--- config.mk ---
export PLATFORM = sky130hd
export DESIGN_NAME = log_subscriber_table_top
export DESIGN_NICKNAME = d
export VERILOG_FILES = /design/src/hw/rtl/lst_pkg.sv /design/src/hw/rtl/log_subscriber_table_top.sv /design/src/hw/rtl/lst_slot_mem.sv /design/src/hw/rtl/lst_stream_cnt.sv
export SDC_FILE = /design/constraint.sdc
export NUM_CORES = 1
export LEC_CHECK = 0
export ABC_AREA = 0
export BUFFER_PORTS_ARGS = -buffer_cell sky130_fd_sc_hd__buf_2
export CAP_MARGIN = 0
export CORE_MARGIN = 5
export CORE_UTILIZATION = 55
export DETAILED_ROUTE_END_ITERATION = 16
export PLACE_DENSITY = 0.72
export SLEW_MARGIN = 20
export SYNTH_ARGS = -nofsm -noshare
export SYNTH_HDL_FRONTEND = slang
export SYNTH_SLANG_ARGS = --single-unit
--- constraint.sdc ---
create_clock -name clk_i -period 10.1 [get_ports clk_i]
set_input_delay 2.02 -clock clk_i [delete_from_list [all_inputs] [get_ports clk_i]]
set_output_delay 2.02 -clock clk_i [all_outputs]
set_load 0.02 [all_outputs]
--- src/hw/rtl/lst_pkg.sv ---
// ----------------------------------------------------------------------------
// lst_pkg: shared types and constants of the log subscriber table
// Slot geometry, result kinds, command codes and the slot entry layout.
// ----------------------------------------------------------------------------
package lst_pkg;

  localparam int SLOTS       = 8;
  localparam int MAX_RESULTS = 8;
  localparam int NSTREAM     = 6;

  localparam int IDX_W = (SLOTS > 1) ? $clog2(SLOTS) : 1;
  localparam int CNT_W = $clog2(SLOTS + 1);
  localparam int RES_W = $clog2(MAX_RESULTS + 1);

  localparam logic [2:0] CODE_BREAK = 3'd0;
  localparam logic [2:0] CODE_FIRST = 3'd1;
  localparam logic [2:0] CODE_LAST  = 3'd6;

  localparam logic ACT_CMD = 1'b0;

  typedef enum logic [1:0] {
    KIND_STATUS = 2'd0,
    KIND_FULL   = 2'd1,
    KIND_FWD    = 2'd2
  } kind_e;

  typedef struct packed {
    logic [NSTREAM-1:0] flags;
    logic [15:0]        port;
    logic [31:0]        ip;
  } lst_entry_t;

  typedef struct packed {
    logic             en;
    logic [IDX_W-1:0] addr;
    lst_entry_t       data;
  } lst_mem_wr_t;

  typedef struct packed {
    logic [NSTREAM-1:0] inc;
    logic [NSTREAM-1:0] dec;
  } lst_cnt_upd_t;

  // one-hot stream flag for a stream code, zero for break and code seven
  function automatic logic [NSTREAM-1:0] stream_bit(input logic [2:0] code);
    logic [NSTREAM-1:0] b;
    b = '0;
    if (code >= CODE_FIRST && code <= CODE_LAST) begin
      b = NSTREAM'(1) << (code - CODE_FIRST);
    end
    return b;
  endfunction

endpackage

--- src/hw/rtl/log_subscriber_table_top.sv ---
// ----------------------------------------------------------------------------
// log_subscriber_table_top: subscriber table for six log streams
// Input channel s_axis carries subscription commands and log items; output
// channel m_axis carries status, table-full and forward results.
// Usage:
//   One item is worked on at a time; s_axis_tready is high only while idle.
//   A command scans the slot memory (registered read) one slot per cycle
//   until the requester matches or the last slot is checked, then updates
//   and answers with one status or table-full result.
//   A log item scans every slot once, one slot per cycle while the output
//   does not stall, and emits one forward per subscriber, tlast on the
//   final one. The slot memory read port sets this rate.
//   A log item for code zero or seven produces nothing; the block stays idle.
//   Results pass through an output register; while m_axis_tready is low the
//   scan holds at the next forward and resumes without loss.
//   Reset clears all slot valid bits and stream counters at once; the block
//   is idle and ready to accept items as soon as reset is released.
// ----------------------------------------------------------------------------
module log_subscriber_table_top (
  input  logic        clk_i,
  input  logic        rst_ni,
  input  logic        s_axis_tvalid,
  output logic        s_axis_tready,
  input  logic [55:0] s_axis_tdata,  // requester_ip[31:0], requester_port[47:32], code[50:48]
  input  logic        s_axis_tuser,  // action
  output logic        m_axis_tvalid,
  input  logic        m_axis_tready,
  output logic [63:0] m_axis_tdata,  // entry_flags[5:0], dest_ip[37:6], dest_port[53:38],
                                     // stream_enable[59:54]
  output logic [1:0]  m_axis_tuser,  // kind
  output logic        m_axis_tlast
);

  localparam int IW = lst_pkg::IDX_W;
  localparam int CW = lst_pkg::CNT_W;
  localparam int RW = lst_pkg::RES_W;
  localparam int NS = lst_pkg::NSTREAM;

  localparam logic [2:0] S_IDLE  = 3'd0;
  localparam logic [2:0] S_SCAN  = 3'd1;
  localparam logic [2:0] S_UPD   = 3'd2;
  localparam logic [2:0] S_RESP  = 3'd3;
  localparam logic [2:0] S_FLUSH = 3'd4;

  logic [2:0] state_q, state_d;

  // input decode
  logic        in_acc;
  logic        in_act;
  logic [31:0] in_ip;
  logic [15:0] in_port;
  logic [2:0]  in_code;

  assign in_act  = s_axis_tuser;
  assign in_ip   = s_axis_tdata[31:0];
  assign in_port = s_axis_tdata[47:32];
  assign in_code = s_axis_tdata[50:48];
  assign s_axis_tready = (state_q == S_IDLE);
  assign in_acc  = s_axis_tvalid && s_axis_tready;

  // latched item
  logic          act_q;
  logic [31:0]   ip_q;
  logic [15:0]   port_q;
  logic [2:0]    code_q;
  logic [NS-1:0] bit_q;

  // scan pipeline
  logic [CW-1:0] ic_q, ic_d;
  logic          rd_vld_q, rd_vld_d;
  logic [IW-1:0] chk_q, chk_d;
  logic          rd_en;
  lst_pkg::lst_entry_t rd_ent;

  // command bookkeeping
  logic          hit_q, hit_d;
  logic [IW-1:0] hidx_q, hidx_d;
  logic [NS-1:0] old_q, old_d;
  logic          free_vld_q, free_vld_d;
  logic [IW-1:0] free_idx_q, free_idx_d;
  lst_pkg::kind_e res_kind_q, res_kind_d;
  logic [NS-1:0]  res_flags_q, res_flags_d;

  // forward bookkeeping
  logic                pend_vld_q, pend_vld_d;
  lst_pkg::lst_entry_t pend_q, pend_d;
  logic [RW-1:0]       fcnt_q, fcnt_d;

  logic [lst_pkg::SLOTS-1:0] valid_q, valid_d;

  lst_pkg::lst_mem_wr_t  mem_wr;
  lst_pkg::lst_cnt_upd_t cnt_upd;
  logic [NS-1:0]         stream_en;

  // output register
  logic           out_vld_q;
  lst_pkg::kind_e out_kind_q, out_kind_d;
  logic [NS-1:0]  out_flags_q, out_flags_d;
  logic [31:0]    out_ip_q, out_ip_d;
  logic [15:0]    out_port_q, out_port_d;
  logic [NS-1:0]  out_en_q;
  logic           out_last_q, out_last_d;
  logic           out_load;
  logic           out_free;

  assign out_free = !out_vld_q || m_axis_tready;

  logic last_chk, cmd_match, log_match, stall;
  logic [NS-1:0] new_flags;

  assign last_chk  = (chk_q == IW'(lst_pkg::SLOTS - 1));
  assign cmd_match = rd_vld_q && valid_q[chk_q] && (rd_ent.ip == ip_q) &&
                     (rd_ent.port == port_q);
  assign log_match = rd_vld_q && valid_q[chk_q] && ((rd_ent.flags & bit_q) != '0);
  assign stall     = act_q && log_match && pend_vld_q && !out_free;
  assign new_flags = old_q ^ bit_q;

  always_comb begin
    state_d     = state_q;
    ic_d        = ic_q;
    rd_vld_d    = rd_vld_q;
    chk_d       = chk_q;
    rd_en       = 1'b0;
    hit_d       = hit_q;
    hidx_d      = hidx_q;
    old_d       = old_q;
    free_vld_d  = free_vld_q;
    free_idx_d  = free_idx_q;
    res_kind_d  = res_kind_q;
    res_flags_d = res_flags_q;
    pend_vld_d  = pend_vld_q;
    pend_d      = pend_q;
    fcnt_d      = fcnt_q;
    valid_d     = valid_q;
    mem_wr      = '0;
    cnt_upd     = '0;
    out_load    = 1'b0;
    out_kind_d  = lst_pkg::KIND_FWD;
    out_flags_d = pend_q.flags;
    out_ip_d    = pend_q.ip;
    out_port_d  = pend_q.port;
    out_last_d  = 1'b0;

    case (state_q)
      S_IDLE: begin
        if (in_acc) begin
          ic_d       = '0;
          rd_vld_d   = 1'b0;
          hit_d      = 1'b0;
          free_vld_d = 1'b0;
          pend_vld_d = 1'b0;
          fcnt_d     = '0;
          if (!(in_act != lst_pkg::ACT_CMD && lst_pkg::stream_bit(in_code) == '0)) begin
            state_d = S_SCAN;
          end
        end
      end

      S_SCAN: begin
        if (!stall) begin
          if (ic_q < CW'(lst_pkg::SLOTS)) begin
            rd_en    = 1'b1;
            rd_vld_d = 1'b1;
            chk_d    = ic_q[IW-1:0];
            ic_d     = ic_q + CW'(1);
          end else begin
            rd_vld_d = 1'b0;
          end
          if (rd_vld_q) begin
            if (act_q == lst_pkg::ACT_CMD) begin
              if (cmd_match) begin
                hit_d   = 1'b1;
                hidx_d  = chk_q;
                old_d   = rd_ent.flags;
                state_d = S_UPD;
              end else begin
                if (!valid_q[chk_q] && !free_vld_q) begin
                  free_vld_d = 1'b1;
                  free_idx_d = chk_q;
                end
                if (last_chk) begin
                  state_d = S_UPD;
                end
              end
            end else begin
              if (log_match) begin
                // the held forward goes out once a later one is known
                if (pend_vld_q) begin
                  out_load = 1'b1;
                end
                pend_vld_d = 1'b1;
                pend_d     = rd_ent;
                fcnt_d     = fcnt_q + RW'(1);
                if (fcnt_q == RW'(lst_pkg::MAX_RESULTS - 1) || last_chk) begin
                  state_d = S_FLUSH;
                end
              end else if (last_chk) begin
                state_d = pend_vld_q ? S_FLUSH : S_IDLE;
              end
            end
          end
        end
      end

      S_UPD: begin
        res_kind_d  = lst_pkg::KIND_STATUS;
        res_flags_d = '0;
        if (hit_q) begin
          if (code_q == lst_pkg::CODE_BREAK) begin
            valid_d[hidx_q] = 1'b0;
            cnt_upd.dec     = old_q;
          end else if (bit_q != '0) begin
            mem_wr.en         = 1'b1;
            mem_wr.addr       = hidx_q;
            mem_wr.data.ip    = ip_q;
            mem_wr.data.port  = port_q;
            mem_wr.data.flags = new_flags;
            cnt_upd.inc       = bit_q & ~old_q;
            cnt_upd.dec       = bit_q & old_q;
            res_flags_d       = new_flags;
          end else begin
            res_flags_d = old_q;
          end
        end else if (free_vld_q) begin
          if (bit_q != '0) begin
            valid_d[free_idx_q] = 1'b1;
            mem_wr.en           = 1'b1;
            mem_wr.addr         = free_idx_q;
            mem_wr.data.ip      = ip_q;
            mem_wr.data.port    = port_q;
            mem_wr.data.flags   = bit_q;
            cnt_upd.inc         = bit_q;
            res_flags_d         = bit_q;
          end
        end else begin
          res_kind_d = lst_pkg::KIND_FULL;
        end
        state_d = S_RESP;
      end

      S_RESP: begin
        out_kind_d  = res_kind_q;
        out_flags_d = res_flags_q;
        out_ip_d    = ip_q;
        out_port_d  = port_q;
        out_last_d  = 1'b1;
        if (out_free) begin
          out_load = 1'b1;
          state_d  = S_IDLE;
        end
      end

      S_FLUSH: begin
        out_last_d = 1'b1;
        if (out_free) begin
          out_load   = 1'b1;
          pend_vld_d = 1'b0;
          state_d    = S_IDLE;
        end
      end

      default: begin
        state_d = S_IDLE;
      end
    endcase
  end

  lst_slot_mem u_mem (
    .clk_i     (clk_i),
    .wr_i      (mem_wr),
    .rd_en_i   (rd_en),
    .rd_addr_i (ic_q[IW-1:0]),
    .rd_data_o (rd_ent)
  );

  lst_stream_cnt u_cnt (
    .clk_i       (clk_i),
    .rst_ni      (rst_ni),
    .upd_i       (cnt_upd),
    .stream_en_o (stream_en)
  );

  always_ff @(posedge clk_i or negedge rst_ni) begin
    if (!rst_ni) begin
      state_q    <= S_IDLE;
      rd_vld_q   <= 1'b0;
      hit_q      <= 1'b0;
      free_vld_q <= 1'b0;
      pend_vld_q <= 1'b0;
      valid_q    <= '0;
      out_vld_q  <= 1'b0;
      ic_q       <= '0;
      fcnt_q     <= '0;
    end else begin
      state_q    <= state_d;
      rd_vld_q   <= rd_vld_d;
      hit_q      <= hit_d;
      free_vld_q <= free_vld_d;
      pend_vld_q <= pend_vld_d;
      valid_q    <= valid_d;
      ic_q       <= ic_d;
      fcnt_q     <= fcnt_d;
      if (out_load) begin
        out_vld_q <= 1'b1;
      end else if (m_axis_tready) begin
        out_vld_q <= 1'b0;
      end
    end
  end

  always_ff @(posedge clk_i) begin
    if (in_acc) begin
      act_q  <= in_act;
      ip_q   <= in_ip;
      port_q <= in_port;
      code_q <= in_code;
      bit_q  <= lst_pkg::stream_bit(in_code);
    end
    chk_q       <= chk_d;
    hidx_q      <= hidx_d;
    old_q       <= old_d;
    free_idx_q  <= free_idx_d;
    res_kind_q  <= res_kind_d;
    res_flags_q <= res_flags_d;
    pend_q      <= pend_d;
    if (out_load) begin
      out_kind_q  <= out_kind_d;
      out_flags_q <= out_flags_d;
      out_ip_q    <= out_ip_d;
      out_port_q  <= out_port_d;
      out_en_q    <= stream_en;
      out_last_q  <= out_last_d;
    end
  end

  assign m_axis_tvalid = out_vld_q;
  assign m_axis_tdata  = {4'b0000, out_en_q, out_port_q, out_ip_q, out_flags_q};
  assign m_axis_tuser  = out_kind_q;
  assign m_axis_tlast  = out_last_q;

  // a flush always has a held forward to send
  a_flush_pend: assert property (@(posedge clk_i) disable iff (!rst_ni)
    state_q == S_FLUSH |-> pend_vld_q)
    else $error("flush without held forward");

  // forward count never passes the result limit
  a_fcnt_max: assert property (@(posedge clk_i) disable iff (!rst_ni)
    fcnt_q <= RW'(lst_pkg::MAX_RESULTS))
    else $error("forward count beyond limit");

  // status and table-full results are always the only result of their item
  a_status_last: assert property (@(posedge clk_i) disable iff (!rst_ni)
    (m_axis_tvalid && m_axis_tuser != lst_pkg::KIND_FWD) |-> m_axis_tlast)
    else $error("status result without tlast");

  // log item for a code that names no stream leaves the block idle
  a_nostream_idle: assert property (@(posedge clk_i) disable iff (!rst_ni)
    (in_acc && in_act != lst_pkg::ACT_CMD && lst_pkg::stream_bit(in_code) == '0)
    |=> state_q == S_IDLE)
    else $error("log item without stream started a scan");

endmodule

--- src/hw/rtl/lst_slot_mem.sv ---
// ----------------------------------------------------------------------------
// lst_slot_mem: slot storage
// One write port, one read port, read data registered.
// ----------------------------------------------------------------------------
module lst_slot_mem (
  input  logic                     clk_i,
  input  lst_pkg::lst_mem_wr_t     wr_i,
  input  logic                     rd_en_i,
  input  logic [lst_pkg::IDX_W-1:0] rd_addr_i,
  output lst_pkg::lst_entry_t      rd_data_o
);

  lst_pkg::lst_entry_t mem [lst_pkg::SLOTS];
  lst_pkg::lst_entry_t rd_data_q;

  always_ff @(posedge clk_i) begin
    if (wr_i.en) begin
      mem[wr_i.addr] <= wr_i.data;
    end
  end

  always_ff @(posedge clk_i) begin
    if (rd_en_i) begin
      rd_data_q <= mem[rd_addr_i];
    end
  end

  assign rd_data_o = rd_data_q;

endmodule

--- src/hw/rtl/lst_stream_cnt.sv ---
// ----------------------------------------------------------------------------
// lst_stream_cnt: per-stream subscriber counters
// Counts valid slots holding each stream flag; a stream is enabled while
// its count is nonzero.
// ----------------------------------------------------------------------------
module lst_stream_cnt (
  input  logic                         clk_i,
  input  logic                         rst_ni,
  input  lst_pkg::lst_cnt_upd_t        upd_i,
  output logic [lst_pkg::NSTREAM-1:0]  stream_en_o
);

  logic [lst_pkg::CNT_W-1:0] cnt_q [lst_pkg::NSTREAM];
  logic [lst_pkg::CNT_W-1:0] cnt_d [lst_pkg::NSTREAM];

  always_comb begin
    for (int b = 0; b < lst_pkg::NSTREAM; b++) begin
      cnt_d[b] = cnt_q[b];
      if (upd_i.inc[b]) begin
        cnt_d[b] = cnt_q[b] + lst_pkg::CNT_W'(1);
      end else if (upd_i.dec[b]) begin
        cnt_d[b] = cnt_q[b] - lst_pkg::CNT_W'(1);
      end
      stream_en_o[b] = (cnt_q[b] != '0);
    end
  end

  always_ff @(posedge clk_i or negedge rst_ni) begin
    if (!rst_ni) begin
      for (int b = 0; b < lst_pkg::NSTREAM; b++) begin
        cnt_q[b] <= '0;
      end
    end else begin
      for (int b = 0; b < lst_pkg::NSTREAM; b++) begin
        cnt_q[b] <= cnt_d[b];
      end
    end
  end

endmodule
# After elaboration in Yosys (flattened, before gate mapping)
# Memory sizes are Yosys's and may differ from the RTL's. A register that Yosys moved wholly into a read port is not among the register bits.
# Index checks and enable logic that the tools add are counted.
[totals]
ff_bits = 246
mem_bits_rw = 432
input_bits = 61
out_inout_bits = 69
elab_cells = 253
n_memories = 1
[op_classes]
n_addsub = 15
magnitude_cmp = 8
eq_ne = 25
n_shift = 1
n_mux = 103
bitwise = 11
n_reduce_logical = 54
[memory_table]
columns = ["memory", "depth", "width", "rd", "rd_clocked_by_memory_dff", "wr", "line_no", "rtl"]
rows = [
  ["u_mem.mem", 8, 54, 1, 1, 1, "lst_slot_mem.sv:13", "lst_pkg::lst_entry_t mem [lst_pkg::SLOTS];"],
]
[ops]
columns = ["cell", "count"]
rows = [
  ["two-way mux 58 bit", 6],
  ["two-way mux 6 bit", 13],
  ["two-way mux 4 bit", 19],
  ["two-way mux 3 bit", 12],
  ["two-way mux 1 bit", 34],
  ["adder 4 x 1 -> 4 bit, second input constant", 8],
  ["equality test 32 bit", 1],
  ["two-way mux 32 bit", 1],
  ["two-way mux 8 bit", 4],
  ["two-way mux 12 bit", 2],
  ["nonzero test 4 bit", 6],
  ["subtractor 4 x 1 -> 4 bit, second input constant", 6],
  ["!= test 2 bit, second input constant", 11],
  ["nonzero test 2 bit", 10],
  ["bitwise AND 6 bit", 3],
  ["AND reduction 6 bit", 3],
  ["equality test 16 bit", 1],
  ["two-way mux 16 bit", 1],
  ["one-hot mux 4 bit (2 select lines)", 2],
  ["AND reduction 7 bit", 2],
  ["logical AND 1 bit", 13],
  ["less-than comparator 3 x 4 -> 1 bit, second input constant", 3],
  ["!= test 4 bit, second input constant", 3],
  ["one-hot mux 3 bit (4 select lines)", 1],
  ["other kinds (31)", 52],
]

# Logic depth before layout (Yosys ltp)
[logic_depth]
word_depth = 10
mapped_depth = 11

# Hierarchy
# From an unflattened synthesis, not the netlist that was laid out.
[unflattened]
cells_unflattened = 1491
hier_area_um2 = 29052.9
[modules_own_cells]
columns = ["mod", "n_inst", "cells_each", "area_each_um2", "seq_area_each_um2"]
rows = [
  ["lst_slot_mem", 1, 691, 17867.1, 14594.0],
  ["log_subscriber_table_top", 1, 661, 9598.0, 6516.2],
  ["lst_stream_cnt", 1, 139, 1587.8, 600.6],
]

# Worst setup path before layout
# Ideal clock, no wire load.
[synth_path]
path_type = "in2reg"
start = "input s_axis_tvalid"
end = "register, netlist name u_mem.rd_data_o[0]"
setup_time_ps = 472
arrival_ps = 4844
required_ps = 9628
setup_slack_ps = 4784
path_stages = 4
path_buffers = 0
cell_sequence = "nand2_1 o21ai_0 o21a_2 nor2b_1"
[synth_lines]
columns = ["element", "line_no", "rtl"]
rows = [
  ["start: declaration", "log_subscriber_table_top.sv:22", "input logic s_axis_tvalid,"],
]

# Final worst setup path
[layout_path]
start = "register state_q[0]"
end = "memory u_mem.mem[6][35] (netlist name) (enable)"
[layout_between]
elab_chain_len = 4
[layout_rtl]
columns = ["element", "line_no", "rtl"]
rows = [
  ["start: declaration", "log_subscriber_table_top.sv:45", "logic [2:0] state_q, state_d;"],
  ["start signal: assignment", "log_subscriber_table_top.sv:295", "state_q <= state_d;"],
  ["equality test 3 x 2 -> 1 bit (*)", "log_subscriber_table_top.sv:144", "case (state_q)"],
  ["two-way mux 58 bit (*)", "log_subscriber_table_top.sv:144", ""],
  ["two-way mux 1 bit", "lst_slot_mem.sv:17", "if (wr_i.en) begin"],
  ["two-way mux 1 bit (implied by the code)", "lst_slot_mem.sv:18", "mem[wr_i.addr] <= wr_i.data;"],
  ["end: declaration", "lst_slot_mem.sv:13", ""],
]
# Every way passes the cells marked *; elsewhere a longest branch is shown, timed or not.

==> metrics <==
switching pwr 2620 µW; Seq pwr share 47.7%; RSZ-0062 raised after global routing false; Final min period 4.44 ns; PwrDens 273 nW/µm²; Place WS 5.70 ns; maximum level of the CTS H-tree 3; GR peak layer met2; pin count of the biggest net entering global routing 64; Logic pwr share 22.3%; crit end category flip-flop; synth unique cells 69; hold buffer count at CTS 0; vias 14400; slowest stage cell, crit path buf_4; starting density of the core 55.3%; GRT Overall Usage 21.3%; min-delay src u_mem.rd_data_o[24]$_DFFE_PP_; Post-synth ARST share 6.57%; # diodes 0; placed cells 2248; initial antenna violation count 0; DR WL/cell 25.5 µm; Max-slew headroom 29.5%; post-DP HPWL 33.0 mm; area of the multi-input gates 7060 µm²; global-route wire length before repair 91.4 mm; final setup fails 0; Die Y 239 µm; Tcrit/Tclk final 44.0%; clock sinks 731; Area contributors post-synth edfxtp_1, mux4_2, mux2_2; Hold Path Sink pend_q[24]$_DFFE_PP_; Setup Buffers After CTS 0; max-slew violations 0; io pins 130; critical path arrival 4.66 ns; Layout Nets 1729; Worst Clk Skew 0.0289 ns; MaxCap Viol Count 0; worst stage delay on the critical path 0.79 ns; die footprint 57400 µm²; Remaining DRCs 0; routed vias/inst 6.03; post-route ant nets 0; Cells after Synth 1473; Crit Path Class flip-flop to flip-flop; Reg2Reg Capture Point u_mem.mem[6][35]$_DFFE_PP_; FF/Latch Area 21700 µm²; router iterations before antenna repair 5; peak supply drop 0.000252 V; status finished, final reports clean; Hold Path Class flip-flop to flip-flop; mean post-synth cell area 19.7 µm²; Yosys top cell by area edfxtp_1; final hold vios 0; most common cell after layout, fill and taps aside edfxtp_1; cell-internal power 6360 µW; CTS Buf Count 74; crit-path max FO 54; GRT overflow 0; routability cong. 0.811; Worst Path Required 10.32 ns; WHS Path Cells 0; most frequent cells in the layout edfxtp_1, mux2_2, buf_2, mux4_2, clkbuf_16; P_leak 0.0112 µW; area delta synth->final 13.4%; Primary FF master, synth edfxtp_1; Reg2Reg Setup Slack 5.66 ns; clk root buf clkbuf_16; DRT Wirelength 60.8 mm; grt met2 use 34.9%; reg2reg start state_q[0]$_DFFE_PN0P_; clock power share 30.1%; vias in the first global route 14900; Horiz. Die Dim 239 µm; CP Cell Sequence inv_1 -> nand3_1 -> inv_2 -> and3_2 -> buf_4 -> nand2_1 -> nor2_4 -> buf_4; post-synthesis cell area 29000 µm²; CP startpoint kind flip-flop; share of the synthesized area in the top cell type 70.8%; sw frac 29.2%; Worst Tran Pin Value 1.06 ns; Post-synth EDFFs 683; FP Rows 84; initial drt markers 1200; later-pin clock latency in the skew report 0.61 ns; Yosys reg bits 731; Ys Warns 0; Clk pin slew, worst setup/hold paths 0.06 ns; Final Non-Filler Cells 2382; TritonCTS clock tree done; Buf+Inv Stages, Crit Path 4; Post-CTS Resized 0; clock buffer depth 3; fmax 0.225 GHz; final setup margin 5.66 ns; cell family with most CP delay buffers and inverters; Crit path top cell by count buf_4; ratio of cells with drive above 1 in the final layout 30.0%; R2R cell count 8; met3 Use GR 4.36%; # fillers 3555; hold_ws 0.468 ns; I/O Buffers 120; routing usage on met1 29.4%; Core Box Area 52300 µm²; Seq/Total Area, Yosys 75.0%; total negative slack 0 ns
[registers in the layout, indices dropped and copies added, names as in the netlist, 8 cells and up]
name / count
u_mem.rd_data_o: 54
port_q: 16
out_port_q: 16
u_mem.mem: 432
ip_q: 32
pend_q: 54
u_cnt.cnt_q: 24
out_ip_q: 32
valid_q: 8
[layout make-up]
cell class	count	area share [%]
timing repair buffer	140	2.30
multi-input combinational	676	21.5
inverter	13	0.149
tap	688	2.62
clock buffer	94	6.09
sequential	731	66.1
clock inverter	40	1.23
[cell families after synthesis]
family | Yosys count | synth area share [%]
xor gates and xnor gates | 69 | 2.09
other | 1 | 0.0129
and+or+nand+nor | 233 | 4.58
adders and majority gates | 32 | 1.54
buffers and inverters | 69 | 1.04
DFF | 731 | 75.0
AOI/OAI and AO/OA | 101 | 2.26
muxes | 237 | 13.5
[Yosys cell counts, drive strengths merged, types with 8 or more instances]
| master | number |
|---|---|
| ha | 26 |
| nand3 | 9 |
| and2 | 52 |
| xor2 | 45 |
| nor2 | 37 |
| nand2b | 8 |
| o21ai | 39 |
| xnor2 | 24 |
| dfrtp | 48 |
| inv | 13 |
| nand2 | 50 |
| a21o | 9 |
| edfxtp | 683 |
| a21oi | 14 |
| buf | 25 |
| nor4 | 17 |
| mux2 | 127 |
| mux4 | 110 |
| clkbuf | 31 |
| nand4 | 14 |
[power groups by stage]
stage          combinational (µW)  sequential [µW]  clock [µW]
4_1_cts                      2020             4280        2760
5_1_grt                      2150             4330        2890
2_1_floorplan                1390             4250           0
3_5_place_dp                 2010             4340           0
3_3_place_gp                 1950             4320           0
6_report                     2000             4280        2700
[worst max path at each step]
stage | endpoint | start | cells after the start
2_1_floorplan | u_mem.rd_data_o[0]$_DFFE_PP_ | s_axis_tvalid | 4
5_1_grt | u_mem.mem[4][29]$_DFFE_PP_ | state_q[0]$_DFFE_PN0P_ | 8
3_5_place_dp | u_mem.mem[4][19]$_DFFE_PP_ | state_q[0]$_DFFE_PN0P_ | 8
6_report | u_mem.mem[6][35]$_DFFE_PP_ | state_q[0]$_DFFE_PN0P_ | 8
3_3_place_gp | u_mem.mem[6][19]$_DFFE_PP_ | state_q[0]$_DFFE_PN0P_ | 8
4_1_cts | u_mem.mem[4][49]$_DFFE_PP_ | state_q[0]$_DFFE_PN0P_ | 8
[worst reg2reg max path, stage by stage, from the launching register on]
cell and delay, ns:
dfrtp_1 0.60, inv_1 0.21, nand3_1 0.45, inv_2 0.45, and3_2 0.25, buf_4 0.60
nand2_1 0.46, nor2_4 0.20, buf_4 0.79
[routing by layer]
layer,share of wire [%],up-vias
met5,0,-
met4,2.5,0
met3,6.8,93
met2,50,515
met1,41,7537
li1,-,6219
[per-stage QoR]
stage               power (µW)  area [µm²]  utilization, %
floorplan                 5640       29000               -
global placement          6270       30400            58.1
detailed placement        6340       30400            58.1
CTS                       9060       32800            62.7
global route              9370       32800            62.8
finish                    8980       32800            62.8
Note: power is estimated with default switching activity, not from simulation.
